[config.mk]
export PLATFORM = sky130hd
export DESIGN_NAME = lattice_point_min_select
export DESIGN_NICKNAME = d
export VERILOG_FILES = /design/src/rtl/lpms_pkg.sv /design/src/rtl/lpms_track.sv /design/src/rtl/lattice_point_min_select.sv
export SDC_FILE = /design/constraint.sdc
export NUM_CORES = 1
export LEC_CHECK = 0
export BUFFER_PORTS_ARGS = -buffer_cell sky130_fd_sc_hd__buf_4
export CORE_MARGIN = 1
export CORE_UTILIZATION = 50
export DETAILED_ROUTE_END_ITERATION = 10
export GPL_ROUTABILITY_DRIVEN = 0
export GPL_TIMING_DRIVEN = 0
export PLACE_DENSITY_LB_ADDON = 0.08
export SYNTH_ARGS = -nofsm -noshare
export SYNTH_HDL_FRONTEND = slang
export SYNTH_HIERARCHICAL = 1
export SYNTH_SLANG_ARGS = --single-unit
[constraint.sdc]
create_clock -name clk -period 5.5 [get_ports clk]
set_input_delay 0 -clock clk [delete_from_list [all_inputs] [get_ports clk]]
set_output_delay 0 -clock clk [all_outputs]
set_load 0.005 [all_outputs]
[src/rtl/lpms_pkg.sv]
package lpms_pkg;

  // Number of slots that take part in one set. Slots past this count are skipped.
  localparam int NUM_SLOTS = 8;
  // Width of one coordinate, two's complement.
  localparam int COORD_BITS = 16;

  localparam int IDX_W = (NUM_SLOTS > 1) ? $clog2(NUM_SLOTS) : 1;
  localparam int CNT_W = $clog2(NUM_SLOTS + 1);

  // Widths of the result fields on the output port.
  localparam int BEST_SLOT_W = 3;
  localparam int TIE_MASK_W  = 8;

  // The sort key of one coordinate is its magnitude, followed by the value in offset binary.
  // Comparing the keys as unsigned numbers gives the magnitude-then-value order. The three
  // keys are concatenated with coordinate a most significant, so that a single compare
  // orders whole points.
  localparam int KEY_W   = 2 * COORD_BITS + 1;
  localparam int POINT_W = 3 * KEY_W;

  typedef logic [KEY_W-1:0]     coord_key_t;
  typedef logic [POINT_W-1:0]   point_key_t;
  typedef logic [NUM_SLOTS-1:0] slot_mask_t;

  typedef struct packed {
    logic       present;
    logic       last;
    point_key_t key;
  } slot_t;

  typedef struct packed {
    logic [BEST_SLOT_W-1:0] best_slot;
    logic                   none_found;
    logic [TIE_MASK_W-1:0]  tie_mask;
  } result_t;

  function automatic coord_key_t coord_key(logic signed [COORD_BITS-1:0] v);
    logic [COORD_BITS:0] ext;
    logic [COORD_BITS:0] m;
    ext = {v[COORD_BITS-1], v};
    m   = ext[COORD_BITS] ? ((COORD_BITS + 1)'(0) - ext) : ext;
    return {m, ~v[COORD_BITS-1], v[COORD_BITS-2:0]};
  endfunction

endpackage

[src/rtl/lpms_track.sv]
module lpms_track (
  input  logic             clk,
  input  logic             rst_n,
  input  logic             fire,
  input  lpms_pkg::slot_t  slot,
  output lpms_pkg::result_t result
);

  lpms_pkg::point_key_t best_key_r, best_key_nxt;
  logic [lpms_pkg::IDX_W-1:0] best_idx_r, best_idx_nxt;
  logic have_best_r, have_best_nxt;
  logic [lpms_pkg::CNT_W-1:0] cnt_r, cnt_nxt;
  lpms_pkg::slot_mask_t mask_r, mask_nxt;

  logic in_range;
  logic [lpms_pkg::IDX_W-1:0] idx;
  lpms_pkg::slot_mask_t idx_bit;
  logic take;
  logic new_best;
  logic tie;

  assign in_range = cnt_r < lpms_pkg::CNT_W'(lpms_pkg::NUM_SLOTS);
  assign idx      = cnt_r[lpms_pkg::IDX_W-1:0];
  assign idx_bit  = lpms_pkg::slot_mask_t'(1) << idx;
  assign take     = fire && in_range && slot.present;
  assign new_best = take && (!have_best_r || (slot.key < best_key_r));
  assign tie      = take && have_best_r && (slot.key == best_key_r);

  always_comb begin
    have_best_nxt = have_best_r | take;
    best_key_nxt  = new_best ? slot.key : best_key_r;
    best_idx_nxt  = new_best ? idx : best_idx_r;
    if (new_best) begin
      mask_nxt = idx_bit;
    end else if (tie) begin
      mask_nxt = mask_r | idx_bit;
    end else begin
      mask_nxt = mask_r;
    end
    cnt_nxt = (fire && in_range) ? cnt_r + 1'b1 : cnt_r;
  end

  // The result reflects the set including the current slot.
  always_comb begin
    result.none_found = !have_best_nxt;
    result.best_slot  = have_best_nxt ? lpms_pkg::BEST_SLOT_W'(best_idx_nxt) : '0;
    result.tie_mask   = have_best_nxt ? lpms_pkg::TIE_MASK_W'(mask_nxt) : '0;
  end

  always_ff @(posedge clk) begin
    if (!rst_n) begin
      have_best_r <= 1'b0;
      best_idx_r  <= '0;
      cnt_r       <= '0;
      mask_r      <= '0;
    end else if (fire && slot.last) begin
      have_best_r <= 1'b0;
      best_idx_r  <= '0;
      cnt_r       <= '0;
      mask_r      <= '0;
    end else if (fire) begin
      have_best_r <= have_best_nxt;
      best_idx_r  <= best_idx_nxt;
      cnt_r       <= cnt_nxt;
      mask_r      <= mask_nxt;
    end
  end

  always_ff @(posedge clk) begin
    best_key_r <= best_key_nxt;
  end

  a_mask_set_with_best: assert property (@(posedge clk) disable iff (!rst_n)
    have_best_r |-> (mask_r != '0))
    else $error("tie mask empty while a minimum is held");

  a_mask_clear_without_best: assert property (@(posedge clk) disable iff (!rst_n)
    !have_best_r |-> (mask_r == '0))
    else $error("tie mask set while no minimum is held");

  a_best_in_mask: assert property (@(posedge clk) disable iff (!rst_n)
    have_best_r |-> mask_r[best_idx_r])
    else $error("minimum slot missing from its own tie mask");

  a_clear_after_last: assert property (@(posedge clk) disable iff (!rst_n)
    (fire && slot.last) |=> (cnt_r == '0 && !have_best_r))
    else $error("state not cleared after the last slot");

endmodule

[src/rtl/lattice_point_min_select.sv]
// Channel  Direction  Handshake          Word
// in_      input      in_valid/in_stall  slot_present, coord_a, coord_b, coord_c, last_slot
// out_     output     out_valid/out_stall best_slot, none_found, tie_mask
//
// One slot word is taken per cycle while in_stall is low; a word is held in the input register and its
// result, if it is the last slot of a set, is loaded into the output register as the word leaves it.
// The point compare is a single unsigned compare of precomputed sort keys, so the minimum
// state is updated each cycle that a word advances, and words may follow back to back.
// Reset (rst_n low at a clock edge) empties both registers and clears the running minimum.
// Only a last-slot word waits on a full, stalled output register; other words pass freely.
module lattice_point_min_select (
  input  logic                                   clk,
  input  logic                                   rst_n,
  input  logic                                   in_valid,
  output logic                                   in_stall,
  input  logic                                   in_slot_present,
  input  logic signed [lpms_pkg::COORD_BITS-1:0] in_coord_a,
  input  logic signed [lpms_pkg::COORD_BITS-1:0] in_coord_b,
  input  logic signed [lpms_pkg::COORD_BITS-1:0] in_coord_c,
  input  logic                                   in_last_slot,
  output logic                                   out_valid,
  input  logic                                   out_stall,
  output logic [lpms_pkg::BEST_SLOT_W-1:0]       out_best_slot,
  output logic                                   out_none_found,
  output logic [lpms_pkg::TIE_MASK_W-1:0]        out_tie_mask
);

  // Input register. The sort key of each coordinate is formed here, ahead of the compare.
  logic            s1_valid_r, s1_valid_nxt;
  lpms_pkg::slot_t s1_slot_r, s1_slot_nxt;
  logic            in_take;
  logic            s1_adv;

  // Output register.
  logic              out_valid_r, out_valid_nxt;
  lpms_pkg::result_t out_res_r;
  lpms_pkg::result_t res;

  // The held word moves on unless it would produce a result that has nowhere to go.
  assign s1_adv   = s1_valid_r && !(s1_slot_r.last && out_valid_r && out_stall);
  assign in_stall = s1_valid_r && !s1_adv;
  assign in_take  = in_valid && !in_stall;

  always_comb begin
    s1_valid_nxt        = in_take || (s1_valid_r && !s1_adv);
    s1_slot_nxt.present = in_slot_present;
    s1_slot_nxt.last    = in_last_slot;
    s1_slot_nxt.key     = {lpms_pkg::coord_key(in_coord_a),
                           lpms_pkg::coord_key(in_coord_b),
                           lpms_pkg::coord_key(in_coord_c)};
  end

  always_ff @(posedge clk) begin
    if (!rst_n) begin
      s1_valid_r <= 1'b0;
    end else begin
      s1_valid_r <= s1_valid_nxt;
    end
  end

  always_ff @(posedge clk) begin
    if (in_take) begin
      s1_slot_r <= s1_slot_nxt;
    end
  end

  lpms_track u_track (
    .clk    (clk),
    .rst_n  (rst_n),
    .fire   (s1_adv),
    .slot   (s1_slot_r),
    .result (res)
  );

  // A last slot loads a result; otherwise the register empties once its word is taken.
  always_comb begin
    if (s1_adv && s1_slot_r.last) begin
      out_valid_nxt = 1'b1;
    end else if (out_valid_r && !out_stall) begin
      out_valid_nxt = 1'b0;
    end else begin
      out_valid_nxt = out_valid_r;
    end
  end

  always_ff @(posedge clk) begin
    if (!rst_n) begin
      out_valid_r <= 1'b0;
    end else begin
      out_valid_r <= out_valid_nxt;
    end
  end

  always_ff @(posedge clk) begin
    if (s1_adv && s1_slot_r.last) begin
      out_res_r <= res;
    end
  end

  assign out_valid      = out_valid_r;
  assign out_best_slot  = out_res_r.best_slot;
  assign out_none_found = out_res_r.none_found;
  assign out_tie_mask   = out_res_r.tie_mask;

  a_last_waits_on_full_output: assert property (@(posedge clk) disable iff (!rst_n)
    (s1_valid_r && s1_slot_r.last && out_valid_r && out_stall) |-> (in_stall && !s1_adv))
    else $error("last slot advanced into a stalled output register");

  a_result_from_last_slot: assert property (@(posedge clk) disable iff (!rst_n)
    (out_valid_r && !$past(out_valid_r)) |-> $past(s1_adv && s1_slot_r.last))
    else $error("result appeared without a last slot");

  a_none_found_clean: assert property (@(posedge clk) disable iff (!rst_n)
    (out_valid_r && out_res_r.none_found) |-> (out_res_r.tie_mask == '0 &&
                                               out_res_r.best_slot == '0))
    else $error("empty set reported with a slot or a mask");

endmodule
Word-level counts from Yosys, hierarchy flattened
Index checks and enable logic that the tools add are counted.
{"block": "totals", "n_memories": 0, "latch_bits": 0, "regBits": 230, "rom_bits": 0, "output_inout_bits": 14, "elab_cells": 61, "mem_bits_rw": 0}
{"block": "classes", "bitwise_logic": 6, "n_addsub": 4, "n_eq_ne": 1, "muxes": 8, "n_mul": 0, "div": 0, "n_reduce_logical": 23, "n_lt_le_gt_ge": 2, "shift": 1}
{"cell": "$eq A99 B99 Y1", "count": 1}
{"cell": "$lt A99 B99 Y1", "count": 1}
{"cell": "$sub A1 B16 Y17 const A", "count": 3}
{"cell": "$mux W15", "count": 3}
{"cell": "$mux W8", "count": 2}
{"cell": "$logic_and A1 B1 Y1", "count": 12}
{"cell": "$or A8 B8 Y8", "count": 1}
{"cell": "$shl A1 B3 Y8 const A", "count": 1}
{"cell": "$logic_not A1 Y1", "count": 6}
{"cell": "$add A4 B1 Y4 const B", "count": 1}
{"cell": "$lt A4 B4 Y1 const B", "count": 1}
{"cell": "$not A1 Y1", "count": 4}
{"cell": "$mux W3", "count": 1}
{"cell": "$logic_or A1 B1 Y1", "count": 2}
{"cell": "$mux W1", "count": 2}
{"cell": "$reduce_and A2 Y1", "count": 1}
{"cell": "$reduce_bool A2 Y1", "count": 1}
{"cell": "$reduce_or A2 Y1", "count": 1}
{"cell": "$or A1 B1 Y1", "count": 1}

Longest topological paths before layout
{"block": "logic_depth", "depth_word": 10, "depth_mapped": 11, "ltp_nobuf": 10}

By module
The synthesis kept the hierarchy.
{"mod": "lpms_track", "area_per_inst_um2": 6478.7, "n_inst": 1, "cells_per_inst": 553}
{"mod": "lattice_point_min_select", "area_per_inst_um2": 4274.1, "n_inst": 1, "cells_per_inst": 251}

Least setup slack after synthesis
Ideal clock, no wire load.
{"block": "synth_path", "path_type": "flip-flop to flip-flop", "startpoint": "register s1_slot_r[99] (netlist bit)", "endpoint": "register s1_slot_r[100] (netlist bit), enable pin", "arrival_ns": 4.919, "setup_ns": 0.568, "path_stages_with_launch": 4, "required_time_ns": 4.932, "setup_slack_ns": 0.014, "path_buffers": 0, "synth_period_minus_slack_ns": 5.486, "cell_sequence": "edfxtp_1 > nand2_1 > nor2_1 > nor2b_1"}
{"block": "synth_between", "elab_chain_len": 8}
{"element": "start: declaration", "line_no": "lattice_point_min_select.sv:30", "rtl": "lpms_pkg::slot_t s1_slot_r, s1_slot_nxt;"}
{"element": "start signal: assignment", "line_no": "lattice_point_min_select.sv:63", "rtl": "s1_slot_r <= s1_slot_nxt;"}
{"element": "$logic_and A1 B1 Y1 (2 in a row)", "line_no": "lattice_point_min_select.sv:40", "rtl": "assign s1_adv = s1_valid_r && !(s1_slot_r.last && out_valid_r && out_stall);"}
{"element": "$logic_not A1 Y1", "line_no": "lattice_point_min_select.sv:40"}
{"element": "$logic_and A1 B1 Y1", "line_no": "lattice_point_min_select.sv:40"}
{"element": "$logic_not A1 Y1", "line_no": "lattice_point_min_select.sv:41", "rtl": "assign in_stall = s1_valid_r && !s1_adv;"}
{"element": "$logic_and A1 B1 Y1", "line_no": "lattice_point_min_select.sv:41"}
{"element": "via in_stall", "line_no": "lattice_point_min_select.sv:15", "rtl": "output logic in_stall,"}
{"element": "$logic_not A1 Y1", "line_no": "lattice_point_min_select.sv:42", "rtl": "assign in_take = in_valid && !in_stall;"}
{"element": "$logic_and A1 B1 Y1", "line_no": "lattice_point_min_select.sv:42"}
{"element": "via in_take", "line_no": "lattice_point_min_select.sv:31", "rtl": "logic in_take;"}
The timed path passes the listed nets, and every way through them passes these cells.
A chain may end at the register's enable or synchronous reset.

Worst setup path in the final report
{"block": "layout_path", "startpoint": "register s1_slot_r[9] (netlist bit)", "endpoint": "register u_track.best_key_r[47], enable pin"}
{"block": "layout_between", "elab_chain_len": 3}
{"element": "$lt A99 B99 Y1", "line_no": "lpms_track.sv:26", "rtl": "assign new_best = take && (!have_best_r || (slot.key < best_key_r));"}
{"element": "$logic_or A1 B1 Y1", "line_no": "lpms_track.sv:26"}
{"element": "$logic_and A1 B1 Y1", "line_no": "lpms_track.sv:26"}
{"element": "via u_track.new_best", "line_no": "lpms_track.sv:19", "rtl": "logic new_best;"}
{"element": "end signal: assignment", "line_no": "lpms_track.sv:70", "rtl": "best_key_r <= best_key_nxt;"}
{"element": "end: declaration", "line_no": "lpms_track.sv:9", "rtl": "lpms_pkg::point_key_t best_key_r, best_key_nxt;"}
The timed path passes the listed nets, and every way through them passes these cells.

==> results.json <==
{
  "fp.dieH_um": 149,
  "synth_seq_area_share": 0.617,
  "die-area_um2": 22100,
  "dr.max_layer_used": "met4",
  "max_cap_viol_count": 0,
  "drtAntennaViolNets": 0,
  "yosys_warnings": 6,
  "grt_max_degree": 55,
  "relSlewSlack": 0.243,
  "final_util": 0.620,
  "grt_use_total": 0.195,
  "worstPathCellList": "ha_1, and4_1, a221oi_1, nor4b_4, a211oi_2, o21a_2, nand2_4, buf_6, inv_4, buf_16",
  "arrival_ns": 3.92,
  "drive_gt1_frac": 0.139,
  "slew_viol_final": 0,
  "clk_pin_slew_ns": 0.06,
  "critPathMaxStageDelay_ns": 0.61,
  "core_um2": 21000,
  "holdPathEnd": "s1_slot_r[100]",
  "synth.avg_cell_area_um2": 13.4,
  "h-tree-depth": 1,
  "syn-cell-area_um2": 10800,
  "hold_class": "primary input to flop",
  "clock-sinks": 227,
  "dp_hpwl_mm": 14.5,
  "post-cts-setup-buffers": 0,
  "period_share": 0.680,
  "io_pins": 68,
  "hold_start": "in_slot_present",
  "clk_latency_ns": 0.52,
  "ys_types": 55,
  "r2r-start": "s1_slot_r[9]",
  "instances_no_fill": 1251,
  "rsz0062_at_grt": "false",
  "dr.first_iter.drc_count": 314,
  "crit_type": "flop to flop",
  "wl_met2_mm": 10.1,
  "p_leak_nw": 5.27,
  "final_nets": 1121,
  "setup_violations": 0,
  "io_buffer_count": 67,
  "worst-r2r-setup-slack_ns": 1.76,
  "ys_ff_latch": 227,
  "cts-buffers-inserted": 25,
  "hold_viol": 0,
  "required_ns": 5.68,
  "worst_pin_slew_ns": 1.13,
  "dr_wl_met3_um": 892,
  "startpoint_type": "flop",
  "placed_cells": 1152,
  "grt_pass1_wl_mm": 34.3,
  "vias_per_cell": 5.35,
  "drc": 0,
  "firstDrtPassIters": 4,
  "endpoint_kind": "flop",
  "cts_tree": "done",
  "syn2layout_area_growth_pct": 21.2,
  "clock_skew_ns": 0.0168,
  "fill_cells": 1620,
  "wl_met1_mm": 9.59,
  "diodes": 0,
  "r2r.worst_path.cells": 10,
  "cp_slowest_cell": "a221oi_1",
  "dpl_cell_area_um2": 11700,
  "reg2reg_to": "u_track/best_key_r[47]",
  "min_path_cells": 2,
  "cts.path.max_buffers": 3,
  "vdd_ir_drop_max_v": 0.000279,
  "row_count": 53,
  "totalWireLength_mm": 20.9,
  "post_drt_wl_per_cell_um": 16.7,
  "final_cell_area_um2": 13000,
  "num_vias": 6693,
  "overflow": 0,
  "fp.dieW_um": 149,
  "start_util": 0.512,
  "antenna_found_initial": 0,
  "status": "finished clean",
  "crit_fanout": 54,
  "grt_pass1_vias": 7022,
  "cellPowerDensity_nw_per_um2": 304,
  "fmaxAchievable_mhz": 268,
  "synthCells": 804,
  "cts_root_buf": "clkbuf_16",
  "min_period_ns": 3.74
}
-- timing repair --
item	in CTS	in global routing
hold buffers	55	0
hold endpoints to repair	123	0
resized for setup	0	0
-- Yosys cell counts, drive strengths merged --
master	count	share of area
buf	3	0.0024
clkbuf	5	0.0017
nand2b	6	0.0035
nand3	16	0.0074
or3	2	0.0012
nor4b	2	0.0036
o41ai	7	0.0057
or2	1	0.00058
nand2	42	0.016
or4	9	0.0080
a31oi	2	0.0026
a32o	16	0.015
xnor2	39	0.032
a21bo	1	0.0015
a211oi	8	0.0061
dfxtp	18	0.034
nand4	18	0.012
and3	9	0.0052
a41oi	1	0.00081
nor3	7	0.0033
and4	4	0.0033
conb	1	0.00035
a221o	1	0.00093
a21oi	48	0.023
inv	115	0.040
xor2	1	0.00081
a21boi	3	0.0021
a31o	1	0.00081
nor2	21	0.0073
and4bb	1	0.0012
nor2b	7	0.0041
o21ai	32	0.015
o21a	3	0.0022
o211ai	2	0.0014
edfxtp	209	0.58
ha	108	0.13
nor4	7	0.0055
a21o	8	0.0056
and2	5	0.0029
a211o	2	0.0016
a221oi	2	0.0033
o31ai	11	0.0086
-- state kept, by name, summed over array words and instances (netlist names) --
signal,count
s1_valid_r,1
u_track/have_best_r,1
u_track/best_key_r,99
u_track/cnt_r,4
out_none_found,1
out_valid,1
s1_slot_r,98
out_tie_mask,8
u_track/best_idx_r,3
u_track/mask_r,8
out_best_slot,3
-- worst max-delay path by stage --
| stage | to | startpoint | depth (start not counted) |
|---|---|---|---|
| 2_1_floorplan | s1_slot_r[100] | s1_slot_r[99] | 3 |
| 3_3_place_gp | s1_slot_r[75] | s1_slot_r[99] | 3 |
| 3_5_place_dp | u_track/best_key_r[42] | s1_slot_r[6] | 11 |
| 4_1_cts | u_track/best_key_r[48] | s1_slot_r[6] | 11 |
| 5_1_grt | u_track/best_key_r[47] | s1_slot_r[4] | 11 |
| 6_report | u_track/best_key_r[47] | s1_slot_r[9] | 10 |
-- power by group --
part           switching, mW  leakage [nW]  internal, mW
Clock                  0.657         0.383         0.916
Sequential            0.0393          2.13          1.98
Combinational          0.197          2.76         0.165
Total                  0.894          5.27          3.07
-- area by class of cell --
class                   count  area, µm²  area share
repair buffers            126       1140      0.0876
well taps                 275        344      0.0264
flip-flops and latches    227       6640       0.509
inverters                 115        434      0.0333
multi-input cells         456       3650       0.280
plain buffers               8       45.0     0.00346
clock inverters            14        100     0.00768
clock buffers              30        674      0.0518
-- per-layer routing --
layer	global-route usage	up-vias
li1	-	3300
met1	0.261	3232
met2	0.330	131
met3	0.0291	30
met4	0.0546	0
met5	0	-
-- placed cells by master (no fill, tap or decap), drive strengths merged, types with 9 or more instances in the layout --
cell,n
edfxtp,209
o31ai,11
xnor2,39
dfxtp,18
or4,9
and3,9
ha,108
a21oi,48
dlygate4sd3,55
buf,74
nand2,42
clkbuf,35
nand3,16
nor2,21
inv,116
a32o,16
clkinv,10
o21ai,32
nand4,18
-- cells by family (layout without fill, tap and decap cells) --
| kind of cell | Yosys count | count (layout) | synth area share |
|---|---|---|---|
| flip-flops | 227 | 227 | 0.617 |
| other | 1 | 3 | 0.000349 |
| XOR/XNOR | 40 | 40 | 0.0326 |
| adder cells (fa/ha/maj) | 108 | 108 | 0.126 |
| buffers and inverters | 123 | 293 | 0.0443 |
| AND/OR/NAND/NOR | 157 | 157 | 0.0842 |
| AO/OA/AOI/OAI | 148 | 148 | 0.0956 |
-- stage by stage --
stage	hold slack (ns)	setup TNS (ns)	total power [mW]	worst slack, ns
5_1_grt	0.182	0	4.12	1.46
3_5_place_dp	0.181	0	2.39	1.73
6_report	0.197	0	3.96	1.76
2_1_floorplan	0.0989	0	2.25	0.0136
4_1_cts	0.169	0	4.01	1.69
3_3_place_gp	0.178	-254.05	2.37	-2.15
-- critical path, delay by kind of cell (launching register included) --
kind	cells	cell delay [ns]
AOI/OAI and AO/OA	3	1.18
buffers and inverters	3	0.97
and+or+nand+nor	3	0.44
DFF	1	0.40
adders and majority gates	1	0.35
(Power assumes the default switching activity.)
